### config.mk
export PLATFORM = sky130hd
export DESIGN_NAME = server_health_table_flat
export DESIGN_NICKNAME = d
export VERILOG_FILES = /design/src/hdl/shs_pkg.sv /design/src/hdl/shs_in_if.sv /design/src/hdl/shs_out_if.sv /design/src/hdl/shs_mac.sv /design/src/hdl/shs_scan.sv /design/src/hdl/server_health_table.sv /design/src/flat_wrapper.sv
export SDC_FILE = /design/constraint.sdc
export NUM_CORES = 2
export LEC_CHECK = 0
export ABC_CLOCK_PERIOD_IN_PS = 10600
export BUFFER_PORTS_ARGS = -buffer_cell sky130_fd_sc_hd__buf_2
export CAP_MARGIN = 10
export CORE_MARGIN = 10
export CORE_UTILIZATION = 40
export DETAILED_ROUTE_END_ITERATION = 7
export HOLD_SLACK_MARGIN = 0.02
export MAX_ROUTING_LAYER = met4
export PLACE_DENSITY = 0.6
export RECOVER_POWER = 25
export REMOVE_ABC_BUFFERS = 1
export SLEW_MARGIN = 20
export SYNTH_ARGS = -nofsm -noshare
export SYNTH_HDL_FRONTEND = slang
export SYNTH_SLANG_ARGS = --single-unit
### constraint.sdc
create_clock -name clk_i -period 10.6 [get_ports clk_i]
set_input_delay 1.06 -clock clk_i [delete_from_list [all_inputs] [get_ports clk_i]]
set_output_delay 1.06 -clock clk_i [all_outputs]
set_load 0.01 [all_outputs]
### src/hdl/shs_pkg.sv
// shared widths, codes and constants of the server health table
package shs_pkg;

  localparam int ActionW   = 3;
  localparam int SlotW     = 3;
  localparam int OffsetW   = 32;
  localparam int RttW      = 16;
  localparam int StratumW  = 8;
  localparam int FailW     = 8;
  localparam int ScoreW    = 19;
  localparam int AlphaW    = 9;
  localparam int PaddrW    = 3;
  localparam int PdataW    = 32;
  localparam int RegIdxBit = 2;

  // slot field reaches at most this many entries
  localparam int MaxSlots = 8;

  // multiply-add operand widths
  localparam int MacAW = 33;
  localparam int MacBW = 10;
  localparam int MacW  = 44;

  localparam logic [ActionW-1:0] ActAdd     = 3'd0;
  localparam logic [ActionW-1:0] ActRemove  = 3'd1;
  localparam logic [ActionW-1:0] ActSuccess = 3'd2;
  localparam logic [ActionW-1:0] ActFailure = 3'd3;
  localparam logic [ActionW-1:0] ActSelect  = 3'd4;
  localparam logic [ActionW-1:0] ActReset   = 3'd5;

  localparam logic RegAlpha = 1'b0;
  localparam logic RegLimit = 1'b1;

  localparam logic [AlphaW-1:0]   AlphaReset   = 9'd26;
  localparam logic [AlphaW-1:0]   AlphaMax     = 9'd256;
  localparam logic [FailW-1:0]    LimitReset   = 8'd3;
  localparam logic [FailW-1:0]    FailSat      = 8'd255;
  localparam logic [StratumW-1:0] StratumOnAdd = 8'd255;

  localparam logic [ScoreW-1:0] StratumWeight = 19'd1000;
  localparam logic [ScoreW-1:0] FailWeight    = 19'd100;

endpackage

### src/hdl/shs_in_if.sv
// request channel of the server health table
interface shs_in_if import shs_pkg::*; ();
  logic                      valid;
  logic                      ready;
  logic [ActionW-1:0]        action;
  logic [SlotW-1:0]          slot;
  logic signed [OffsetW-1:0] offset_ms;
  logic [RttW-1:0]           rtt_ms;
  logic [StratumW-1:0]       new_stratum;

  modport source (output valid, action, slot, offset_ms, rtt_ms, new_stratum, input ready);
  modport sink (input valid, action, slot, offset_ms, rtt_ms, new_stratum, output ready);
endinterface

### src/hdl/shs_out_if.sv
// result channel of the server health table
interface shs_out_if import shs_pkg::*; ();
  logic                      valid;
  logic                      ready;
  logic                      best_found;
  logic [SlotW-1:0]          best_slot;
  logic [ScoreW-1:0]         best_score;
  logic                      entry_reachable;
  logic [FailW-1:0]          entry_failures;
  logic [RttW-1:0]           entry_avg_rtt;
  logic signed [OffsetW-1:0] entry_avg_offset;

  modport source (output valid, best_found, best_slot, best_score, entry_reachable,
                  entry_failures, entry_avg_rtt, entry_avg_offset, input ready);
  modport sink (input valid, best_found, best_slot, best_score, entry_reachable,
                entry_failures, entry_avg_rtt, entry_avg_offset, output ready);
endinterface

### src/hdl/shs_mac.sv
// shared multiply-add unit with registered result
module shs_mac import shs_pkg::*; (
  input  logic                     clk_i,
  input  logic signed [MacAW-1:0]  mul_a_i,
  input  logic signed [MacBW-1:0]  mul_b_i,
  input  logic signed [MacW-1:0]   add_c_i,
  output logic signed [MacW-1:0]   prod_o
);

  logic signed [MacAW+MacBW-1:0] mul;
  logic signed [MacW-1:0]        prod_q;

  assign mul = mul_a_i * mul_b_i;

  always_ff @(posedge clk_i) begin
    prod_q <= MacW'(mul) + add_c_i;
  end

  assign prod_o = prod_q;

endmodule

### src/hdl/shs_scan.sv
// score of one entry per cycle, while step is high, against the running best
module shs_scan import shs_pkg::*; (
  input  logic                clk_i,
  input  logic                rst_ni,
  input  logic                clear_i,
  input  logic                step_i,
  input  logic                elig_i,
  input  logic [SlotW-1:0]    slot_i,
  input  logic [StratumW-1:0] stratum_i,
  input  logic [FailW-1:0]    fails_i,
  input  logic [RttW-1:0]     rtt_i,
  output logic                found_o,
  output logic [SlotW-1:0]    slot_o,
  output logic [ScoreW-1:0]   score_o
);

  logic [ScoreW-1:0] score;
  logic              have_q;
  logic [SlotW-1:0]  slot_q;
  logic [ScoreW-1:0] best_q;

  assign score = ScoreW'(stratum_i) * StratumWeight + ScoreW'(fails_i) * FailWeight
               + ScoreW'(rtt_i);

  always_ff @(posedge clk_i or negedge rst_ni) begin
    if (!rst_ni) begin
      have_q <= 1'b0;
      slot_q <= '0;
      best_q <= '0;
    end else if (clear_i) begin
      have_q <= 1'b0;
      slot_q <= '0;
      best_q <= '0;
    end else if (step_i && elig_i && (!have_q || score < best_q)) begin
      // strict compare keeps the lowest index on a tie
      have_q <= 1'b1;
      slot_q <= slot_i;
      best_q <= score;
    end
  end

  assign found_o = have_q;
  assign slot_o  = slot_q;
  assign score_o = best_q;

endmodule

### src/hdl/server_health_table.sv
// top level: entry table, sequencer, config registers
// path to result valid: exec, report for add, remove, failure, reset statistics;
// exec, offset, round trip, report for success if the moving average runs twice
// through the shared multiply-add, else exec, report; exec, scan of every slot,
// report for select best; one item at a time, a new item is taken in the cycle
// after the result is taken; reset clears every entry, loads alpha 26, failure limit 3
module server_health_table import shs_pkg::*; #(
  parameter int ENTRIES = 8
) (
  input  logic              clk_i,
  input  logic              rst_ni,
  shs_in_if.sink            in_ch_i,
  shs_out_if.source         out_ch_o,
  input  logic              psel,
  input  logic              penable,
  input  logic              pwrite,
  input  logic [PaddrW-1:0] paddr,
  input  logic [PdataW-1:0] pwdata,
  output logic [PdataW-1:0] prdata,
  output logic              pready
);

  localparam int NumSlots = (ENTRIES < MaxSlots) ? ENTRIES : MaxSlots;
  localparam int IdxW     = (NumSlots > 1) ? $clog2(NumSlots) : 1;
  localparam logic [IdxW-1:0] LastIdx = IdxW'(NumSlots - 1);

  typedef enum logic [2:0] {
    StIdle, StExec, StOffset, StRtt, StScan, StReport, StHold
  } state_e;

  state_e state_q;

  logic [AlphaW-1:0] alpha_q;
  logic [FailW-1:0]  limit_q;

  // latched transaction
  logic [ActionW-1:0]        act_q;
  logic [SlotW-1:0]          slot_q;
  logic signed [OffsetW-1:0] in_off_q;
  logic [RttW-1:0]           in_rtt_q;
  logic [StratumW-1:0]       in_strat_q;

  // entry table
  logic                      present_q [NumSlots];
  logic                      reach_q   [NumSlots];
  logic [StratumW-1:0]       strat_q   [NumSlots];
  logic [FailW-1:0]          fail_q    [NumSlots];
  logic [RttW-1:0]           rtt_avg_q [NumSlots];
  logic signed [OffsetW-1:0] off_avg_q [NumSlots];

  logic [IdxW-1:0] cnt_q;

  logic                      out_valid_q;
  logic                      out_found_q;
  logic [SlotW-1:0]          out_bslot_q;
  logic [ScoreW-1:0]         out_bscore_q;
  logic                      out_reach_q;
  logic [FailW-1:0]          out_fail_q;
  logic [RttW-1:0]           out_rtt_q;
  logic signed [OffsetW-1:0] out_off_q;

  logic                      slot_ok;
  logic [IdxW-1:0]           idx;
  logic                      cur_present;
  logic                      cur_reach;
  logic [FailW-1:0]          cur_fail;
  logic [RttW-1:0]           cur_rtt;
  logic signed [OffsetW-1:0] cur_off;
  logic [FailW-1:0]          fail_inc;
  logic [AlphaW-1:0]         alpha_c;
  logic signed [MacAW-1:0]   mac_a;
  logic signed [MacBW-1:0]   mac_b;
  logic signed [MacW-1:0]    mac_c;
  logic signed [MacW-1:0]    mac_p;
  logic signed [MacW-1:0]    ema;
  logic                      cfg_wr;

  logic              scan_found;
  logic [SlotW-1:0]  scan_slot;
  logic [ScoreW-1:0] scan_score;

  assign slot_ok     = {1'b0, slot_q} < (SlotW+1)'(NumSlots);
  assign idx         = slot_q[IdxW-1:0];
  assign cur_present = present_q[idx];
  assign cur_reach   = reach_q[idx];
  assign cur_fail    = fail_q[idx];
  assign cur_rtt     = rtt_avg_q[idx];
  assign cur_off     = off_avg_q[idx];
  assign fail_inc    = (cur_fail == FailSat) ? cur_fail : cur_fail + FailW'(1);
  assign alpha_c     = (alpha_q > AlphaMax) ? AlphaMax : alpha_q;
  assign mac_b       = $signed({1'b0, alpha_c});

  // avg*256 + alpha*(sample - avg); offset pass in exec, round trip pass after
  always_comb begin
    if (state_q == StExec) begin
      mac_a = $signed({in_off_q[OffsetW-1], in_off_q}) - $signed({cur_off[OffsetW-1], cur_off});
      mac_c = $signed({{(MacW-OffsetW-8){cur_off[OffsetW-1]}}, cur_off, 8'd0});
    end else begin
      mac_a = $signed({{(MacAW-RttW){1'b0}}, in_rtt_q}) - $signed({{(MacAW-RttW){1'b0}}, cur_rtt});
      mac_c = $signed({{(MacW-RttW-8){1'b0}}, cur_rtt, 8'd0});
    end
  end

  shs_mac u_mac (
    .clk_i   (clk_i),
    .mul_a_i (mac_a),
    .mul_b_i (mac_b),
    .add_c_i (mac_c),
    .prod_o  (mac_p)
  );

  // divide by 256 truncating toward zero
  assign ema = mac_p[MacW-1] ? ((mac_p + MacW'(255)) >>> 8) : (mac_p >>> 8);

  shs_scan u_scan (
    .clk_i     (clk_i),
    .rst_ni    (rst_ni),
    .clear_i   (state_q == StExec),
    .step_i    (state_q == StScan),
    .elig_i    (present_q[cnt_q] & reach_q[cnt_q]),
    .slot_i    (SlotW'(cnt_q)),
    .stratum_i (strat_q[cnt_q]),
    .fails_i   (fail_q[cnt_q]),
    .rtt_i     (rtt_avg_q[cnt_q]),
    .found_o   (scan_found),
    .slot_o    (scan_slot),
    .score_o   (scan_score)
  );

  assign cfg_wr = psel && penable && pwrite;
  assign pready = 1'b1;
  assign prdata = (paddr[RegIdxBit] == RegLimit) ? PdataW'(limit_q) : PdataW'(alpha_q);

  always_ff @(posedge clk_i or negedge rst_ni) begin
    if (!rst_ni) begin
      state_q      <= StIdle;
      alpha_q      <= AlphaReset;
      limit_q      <= LimitReset;
      act_q        <= '0;
      slot_q       <= '0;
      in_off_q     <= '0;
      in_rtt_q     <= '0;
      in_strat_q   <= '0;
      cnt_q        <= '0;
      out_valid_q  <= 1'b0;
      out_found_q  <= 1'b0;
      out_bslot_q  <= '0;
      out_bscore_q <= '0;
      out_reach_q  <= 1'b0;
      out_fail_q   <= '0;
      out_rtt_q    <= '0;
      out_off_q    <= '0;
      for (int i = 0; i < NumSlots; i++) begin
        present_q[i] <= 1'b0;
        reach_q[i]   <= 1'b0;
        strat_q[i]   <= '0;
        fail_q[i]    <= '0;
        rtt_avg_q[i] <= '0;
        off_avg_q[i] <= '0;
      end
    end else begin
      if (cfg_wr) begin
        if (paddr[RegIdxBit] == RegLimit) begin
          limit_q <= pwdata[FailW-1:0];
        end else begin
          alpha_q <= pwdata[AlphaW-1:0];
        end
      end

      unique case (state_q)
        StIdle: begin
          if (in_ch_i.valid) begin
            act_q      <= in_ch_i.action;
            slot_q     <= in_ch_i.slot;
            in_off_q   <= in_ch_i.offset_ms;
            in_rtt_q   <= in_ch_i.rtt_ms;
            in_strat_q <= in_ch_i.new_stratum;
            state_q    <= StExec;
          end
        end
        StExec: begin
          unique case (act_q)
            ActAdd: begin
              state_q <= StReport;
              if (slot_ok && !cur_present) begin
                present_q[idx] <= 1'b1;
                reach_q[idx]   <= 1'b1;
                strat_q[idx]   <= StratumOnAdd;
                fail_q[idx]    <= '0;
                rtt_avg_q[idx] <= '0;
                off_avg_q[idx] <= '0;
              end
            end
            ActRemove: begin
              state_q <= StReport;
              if (slot_ok) begin
                present_q[idx] <= 1'b0;
                reach_q[idx]   <= 1'b0;
                strat_q[idx]   <= '0;
                fail_q[idx]    <= '0;
                rtt_avg_q[idx] <= '0;
                off_avg_q[idx] <= '0;
              end
            end
            ActSuccess: begin
              if (slot_ok && cur_present && cur_off != '0) begin
                state_q <= StOffset;
              end else begin
                state_q <= StReport;
                if (slot_ok && cur_present) begin
                  // a zero offset average loads both averages directly from the sample
                  off_avg_q[idx] <= in_off_q;
                  rtt_avg_q[idx] <= in_rtt_q;
                  fail_q[idx]    <= '0;
                  strat_q[idx]   <= in_strat_q;
                end
              end
            end
            ActFailure: begin
              state_q <= StReport;
              if (slot_ok && cur_present) begin
                fail_q[idx] <= fail_inc;
                if (fail_inc >= limit_q) begin
                  reach_q[idx] <= 1'b0;
                end
              end
            end
            ActSelect: begin
              cnt_q   <= '0;
              state_q <= StScan;
            end
            ActReset: begin
              state_q <= StReport;
              for (int i = 0; i < NumSlots; i++) begin
                if (present_q[i]) begin
                  fail_q[i]    <= '0;
                  off_avg_q[i] <= '0;
                  rtt_avg_q[i] <= '0;
                  reach_q[i]   <= 1'b1;
                end
              end
            end
            default: begin
              state_q <= StReport;
            end
          endcase
        end
        StOffset: begin
          off_avg_q[idx] <= ema[OffsetW-1:0];
          state_q        <= StRtt;
        end
        StRtt: begin
          rtt_avg_q[idx] <= ema[RttW-1:0];
          fail_q[idx]    <= '0;
          strat_q[idx]   <= in_strat_q;
          state_q        <= StReport;
        end
        StScan: begin
          if (cnt_q == LastIdx) begin
            state_q <= StReport;
          end else begin
            cnt_q <= cnt_q + IdxW'(1);
          end
        end
        StReport: begin
          out_found_q  <= scan_found;
          out_bslot_q  <= scan_slot;
          out_bscore_q <= scan_score;
          out_reach_q  <= slot_ok ? cur_reach : 1'b0;
          out_fail_q   <= slot_ok ? cur_fail : '0;
          out_rtt_q    <= slot_ok ? cur_rtt : '0;
          out_off_q    <= slot_ok ? cur_off : '0;
          out_valid_q  <= 1'b1;
          state_q      <= StHold;
        end
        StHold: begin
          if (out_ch_o.ready) begin
            out_valid_q <= 1'b0;
            state_q     <= StIdle;
          end
        end
        default: begin
          state_q <= StIdle;
        end
      endcase
    end
  end

  assign in_ch_i.ready = (state_q == StIdle);

  assign out_ch_o.valid            = out_valid_q;
  assign out_ch_o.best_found       = out_found_q;
  assign out_ch_o.best_slot        = out_bslot_q;
  assign out_ch_o.best_score       = out_bscore_q;
  assign out_ch_o.entry_reachable  = out_reach_q;
  assign out_ch_o.entry_failures   = out_fail_q;
  assign out_ch_o.entry_avg_rtt    = out_rtt_q;
  assign out_ch_o.entry_avg_offset = out_off_q;

endmodule
### src/flat_wrapper.sv
// flat-port wrapper written by rule: the top's interface ports become plain ports
module server_health_table_flat import shs_pkg::*;
#(
  parameter int ENTRIES = 8
)
  (clk_i, rst_ni, psel, penable, pwrite, paddr, pwdata, prdata, pready, in_ch_i_valid, in_ch_i_action, in_ch_i_slot, in_ch_i_offset_ms, in_ch_i_rtt_ms, in_ch_i_new_stratum, in_ch_i_ready, out_ch_o_valid, out_ch_o_best_found, out_ch_o_best_slot, out_ch_o_best_score, out_ch_o_entry_reachable, out_ch_o_entry_failures, out_ch_o_entry_avg_rtt, out_ch_o_entry_avg_offset, out_ch_o_ready);
  shs_in_if in_ch_i_i ();
  shs_out_if out_ch_o_i ();
  input  logic clk_i;
  input  logic rst_ni;
  input  logic psel;
  input  logic penable;
  input  logic pwrite;
  input  logic [PaddrW-1:0] paddr;
  input  logic [PdataW-1:0] pwdata;
  output logic [PdataW-1:0] prdata;
  output logic pready;
  input wire logic [$bits(in_ch_i_i.valid)-1:0] in_ch_i_valid;
  input wire logic [$bits(in_ch_i_i.action)-1:0] in_ch_i_action;
  input wire logic [$bits(in_ch_i_i.slot)-1:0] in_ch_i_slot;
  input wire logic [$bits(in_ch_i_i.offset_ms)-1:0] in_ch_i_offset_ms;
  input wire logic [$bits(in_ch_i_i.rtt_ms)-1:0] in_ch_i_rtt_ms;
  input wire logic [$bits(in_ch_i_i.new_stratum)-1:0] in_ch_i_new_stratum;
  output wire logic [$bits(in_ch_i_i.ready)-1:0] in_ch_i_ready;
  output wire logic [$bits(out_ch_o_i.valid)-1:0] out_ch_o_valid;
  output wire logic [$bits(out_ch_o_i.best_found)-1:0] out_ch_o_best_found;
  output wire logic [$bits(out_ch_o_i.best_slot)-1:0] out_ch_o_best_slot;
  output wire logic [$bits(out_ch_o_i.best_score)-1:0] out_ch_o_best_score;
  output wire logic [$bits(out_ch_o_i.entry_reachable)-1:0] out_ch_o_entry_reachable;
  output wire logic [$bits(out_ch_o_i.entry_failures)-1:0] out_ch_o_entry_failures;
  output wire logic [$bits(out_ch_o_i.entry_avg_rtt)-1:0] out_ch_o_entry_avg_rtt;
  output wire logic [$bits(out_ch_o_i.entry_avg_offset)-1:0] out_ch_o_entry_avg_offset;
  input wire logic [$bits(out_ch_o_i.ready)-1:0] out_ch_o_ready;
  assign in_ch_i_i.valid = in_ch_i_valid;
  assign in_ch_i_i.action = in_ch_i_action;
  assign in_ch_i_i.slot = in_ch_i_slot;
  assign in_ch_i_i.offset_ms = in_ch_i_offset_ms;
  assign in_ch_i_i.rtt_ms = in_ch_i_rtt_ms;
  assign in_ch_i_i.new_stratum = in_ch_i_new_stratum;
  assign in_ch_i_ready = in_ch_i_i.ready;
  assign out_ch_o_valid = out_ch_o_i.valid;
  assign out_ch_o_best_found = out_ch_o_i.best_found;
  assign out_ch_o_best_slot = out_ch_o_i.best_slot;
  assign out_ch_o_best_score = out_ch_o_i.best_score;
  assign out_ch_o_entry_reachable = out_ch_o_i.entry_reachable;
  assign out_ch_o_entry_failures = out_ch_o_i.entry_failures;
  assign out_ch_o_entry_avg_rtt = out_ch_o_i.entry_avg_rtt;
  assign out_ch_o_entry_avg_offset = out_ch_o_i.entry_avg_offset;
  assign out_ch_o_i.ready = out_ch_o_ready;
  server_health_table #(.ENTRIES(ENTRIES)) u_core (.clk_i(clk_i), .rst_ni(rst_ni), .in_ch_i(in_ch_i_i), .out_ch_o(out_ch_o_i), .psel(psel), .penable(penable), .pwrite(pwrite), .paddr(paddr), .pwdata(pwdata), .prdata(prdata), .pready(pready));
endmodule
==> flow_summary.json <==
{
  "maxSlewHeadroom_pct": -261.6,
  "outcome": "finished with violations",
  "ios": 219,
  "grt_pass1_vias": 40580,
  "critical_path_arrival_ps": 10690,
  "cp_slowest_cell": "dfrtp_4",
  "vias_per_cell": 5.955,
  "reg2reg_slack_ps": 530,
  "critPathKind": "flip-flop to flip-flop",
  "hold_viol_final": 0,
  "synth.area.top_cells": "dfrtp_1 35%, fa_1 12%, a22o_1 7.8%",
  "ys_seq_area_share_pct": 36.61,
  "cp-start-kind": "flip-flop",
  "core_area_um2": 127400,
  "fmax_mhz": 99.32,
  "drtPass1Iterations": 8,
  "cts.repair.resized": 0,
  "cts_sinks": 758,
  "grt_usage_pct": 25.05,
  "numPortBuffers": 169,
  "grt_pass1_wl_mm": 264.3,
  "drt-total-wl_mm": 175.9,
  "grt_max_degree": 177,
  "cpPeakStageDelay_ps": 630,
  "drt-initial-drc-count": 4381,
  "rsz0062_at_grt": "false",
  "htreeDepth": 3,
  "die_h_um": 378.0,
  "fin_crit_sh_pct": 94.98,
  "setup_viol": 0,
  "root_buffer": "clkbuf_16",
  "via_count": 40210,
  "final_net_count": 5691,
  "layout-drive-gt1-share_pct": 17.83,
  "dieArea_um2": 142900,
  "synthDistinctLibCells": 83,
  "wl_per_cell_um": 26.06,
  "cts_setup_buffers": 0,
  "cts-hold-fix-buffers": 0,
  "start_util_pct": 40.25,
  "skew_ps": 55.81,
  "drt_drc_violations_left": 0,
  "yosysWarnings": 0,
  "antenna_found_initial": 3,
  "violations": "capacitance limit, slew limit",
  "grt-ovfl-total": 0,
  "area_growth_pct": 12.84,
  "drv_cap": 5,
  "endpoint_kind": "flip-flop",
  "synth_flop_cell": "dfrtp_1",
  "mostFrequentLayoutCells": "707 x dfrtp_1, 458 x a22o_1, 436 x inv_1",
  "cts_made_buffers": 88,
  "dpl_cell_area_um2": 54850,
  "path_max_fanout": 20,
  "async_reset_ff_share_pct": 94.59,
  "period_needed_ps": 10070,
  "preCtsSetupSlack_ps": 623.7,
  "gp_congestion": 0.9651,
  "tns_ps": 0,
  "syn_area_um2": 51260,
  "synthCells": 4798,
  "synth_top_area_share_pct": 34.76,
  "worst_slack_ps": 531.8,
  "cts_buffer_depth": 3,
  "postRouteAntennaNets": 0,
  "worstMarginPinSlew_ps": 5424,
  "syn_area_per_cell_um2": 10.68,
  "yosysTopAreaCell": "dfrtp_1",
  "rows": 131,
  "synth_edf_count": 0,
  "dieWidth_um": 378.0,
  "clk_latency_ps": 720,
  "crit_required_ps": 11220,
  "final_common_cell": "dfrtp_1",
  "ys_ff_latch": 758,
  "path_clk_slew_ps": 70,
  "cts_tree": "built",
  "hpwl_mm": 125.2,
  "timing.final.max_slew_violations": 482,
  "worstHoldPathType": "flip-flop to flip-flop",
  "final_cell_area_um2": 57850
}
## metal layers
layer,part of all wire [%],vias to the layer above,GRT usage [%]
met2,44,1845,37.20
met5,0,-,-
met3,9.1,327,5.753
li1,-,17430,-
met1,43,20610,33.62
met4,3.8,0,8.579
## state kept, by name, summed over array words and instances (netlist names), 8 cells and up, named ones only
name	flops
u_core.out_ch_o.entry_avg_offset	32
u_core.out_ch_o.best_score	19
u_core.in_off_q	32
u_core.strat_q	64
u_core.out_ch_o.entry_avg_rtt	16
u_core.u_mac.prod_o	41
u_core.limit_q	8
u_core.off_avg_q	256
u_core.in_strat_q	8
u_core.rtt_avg_q	128
u_core.out_ch_o.entry_failures	8
u_core.fail_q	64
u_core.in_rtt_q	16
u_core.u_scan.score_o	19
u_core.alpha_q	9
u_core.reach_q	8
## critical path: cells and delay by family, from the launching register on
kind            cells  cell delay [ps]
fa+ha+maj           7             3290
xor+xnor            1              180
flops               1              630
simple gates        5             1110
compound gates     16             3540
buf+inv             9             1210
## per-stage QoR
step           hold WS [ps]  instances  utilization (%)
2_1_floorplan         458.6       4553                -
3_3_place_gp          456.4       6586            43.06
3_5_place_dp          465.1       6586            43.07
4_1_cts               389.4       6748            45.44
5_1_grt               501.9       6749            45.41
6_report              470.2       6752            45.42
## worst paths after layout
path,cells past startpoint,from,endpoint
worst max-delay path,38,u_core.idx[0],u_core.u_mac.prod_o[43]
worst min-delay path,2,u_core.out_ch_o.best_score[18],u_core.out_ch_o.best_score[18]
worst max register to register,38,u_core.idx[0],u_core.u_mac.prod_o[43]
worst min register to register,2,u_core.out_ch_o.best_score[18],u_core.out_ch_o.best_score[18]
max in group asynchronous,2,rst_ni,u_core.in_rtt_q[15]
min in group asynchronous,1,rst_ni,u_core.u_scan.score_o[18]
## cells by family after synthesis
kind of cell	share of synthesized area, %
other	0.01465
adder cells (fa/ha/maj)	18.61
XOR/XNOR	2.358
buffers and inverters	5.563
multiplexers	10.27
AND/OR/NAND/NOR	9.178
flip-flops	36.61
AO/OA/AOI/OAI	17.39
## area by class of cell
cell class / instances / area [um^2]
Antenna cell: 4 / 10.01
Clock buffer: 122 / 2501
Clock inverter: 40 / 515.5
Fill cell: 11830 / 69510
Inverter: 439 / 1648
Multi-Input combinational cell: 3356 / 29910
Sequential cell: 758 / 18790
Tap cell: 1662 / 2079
Timing Repair Buffer: 371 / 2399
## Yosys cell counts, drive strengths merged (119+ instances only)
library cell	number
o21ai	217
buf	119
a21oi	153
fa	316
dfrtp	712
ha	257
inv	437
a22o	458
mux2	219
clkbuf	148
nor2	273
nand2	436
Power is not shown: default switching activity piles up to over one toggle a cycle in this logic, so the estimate is an artifact.
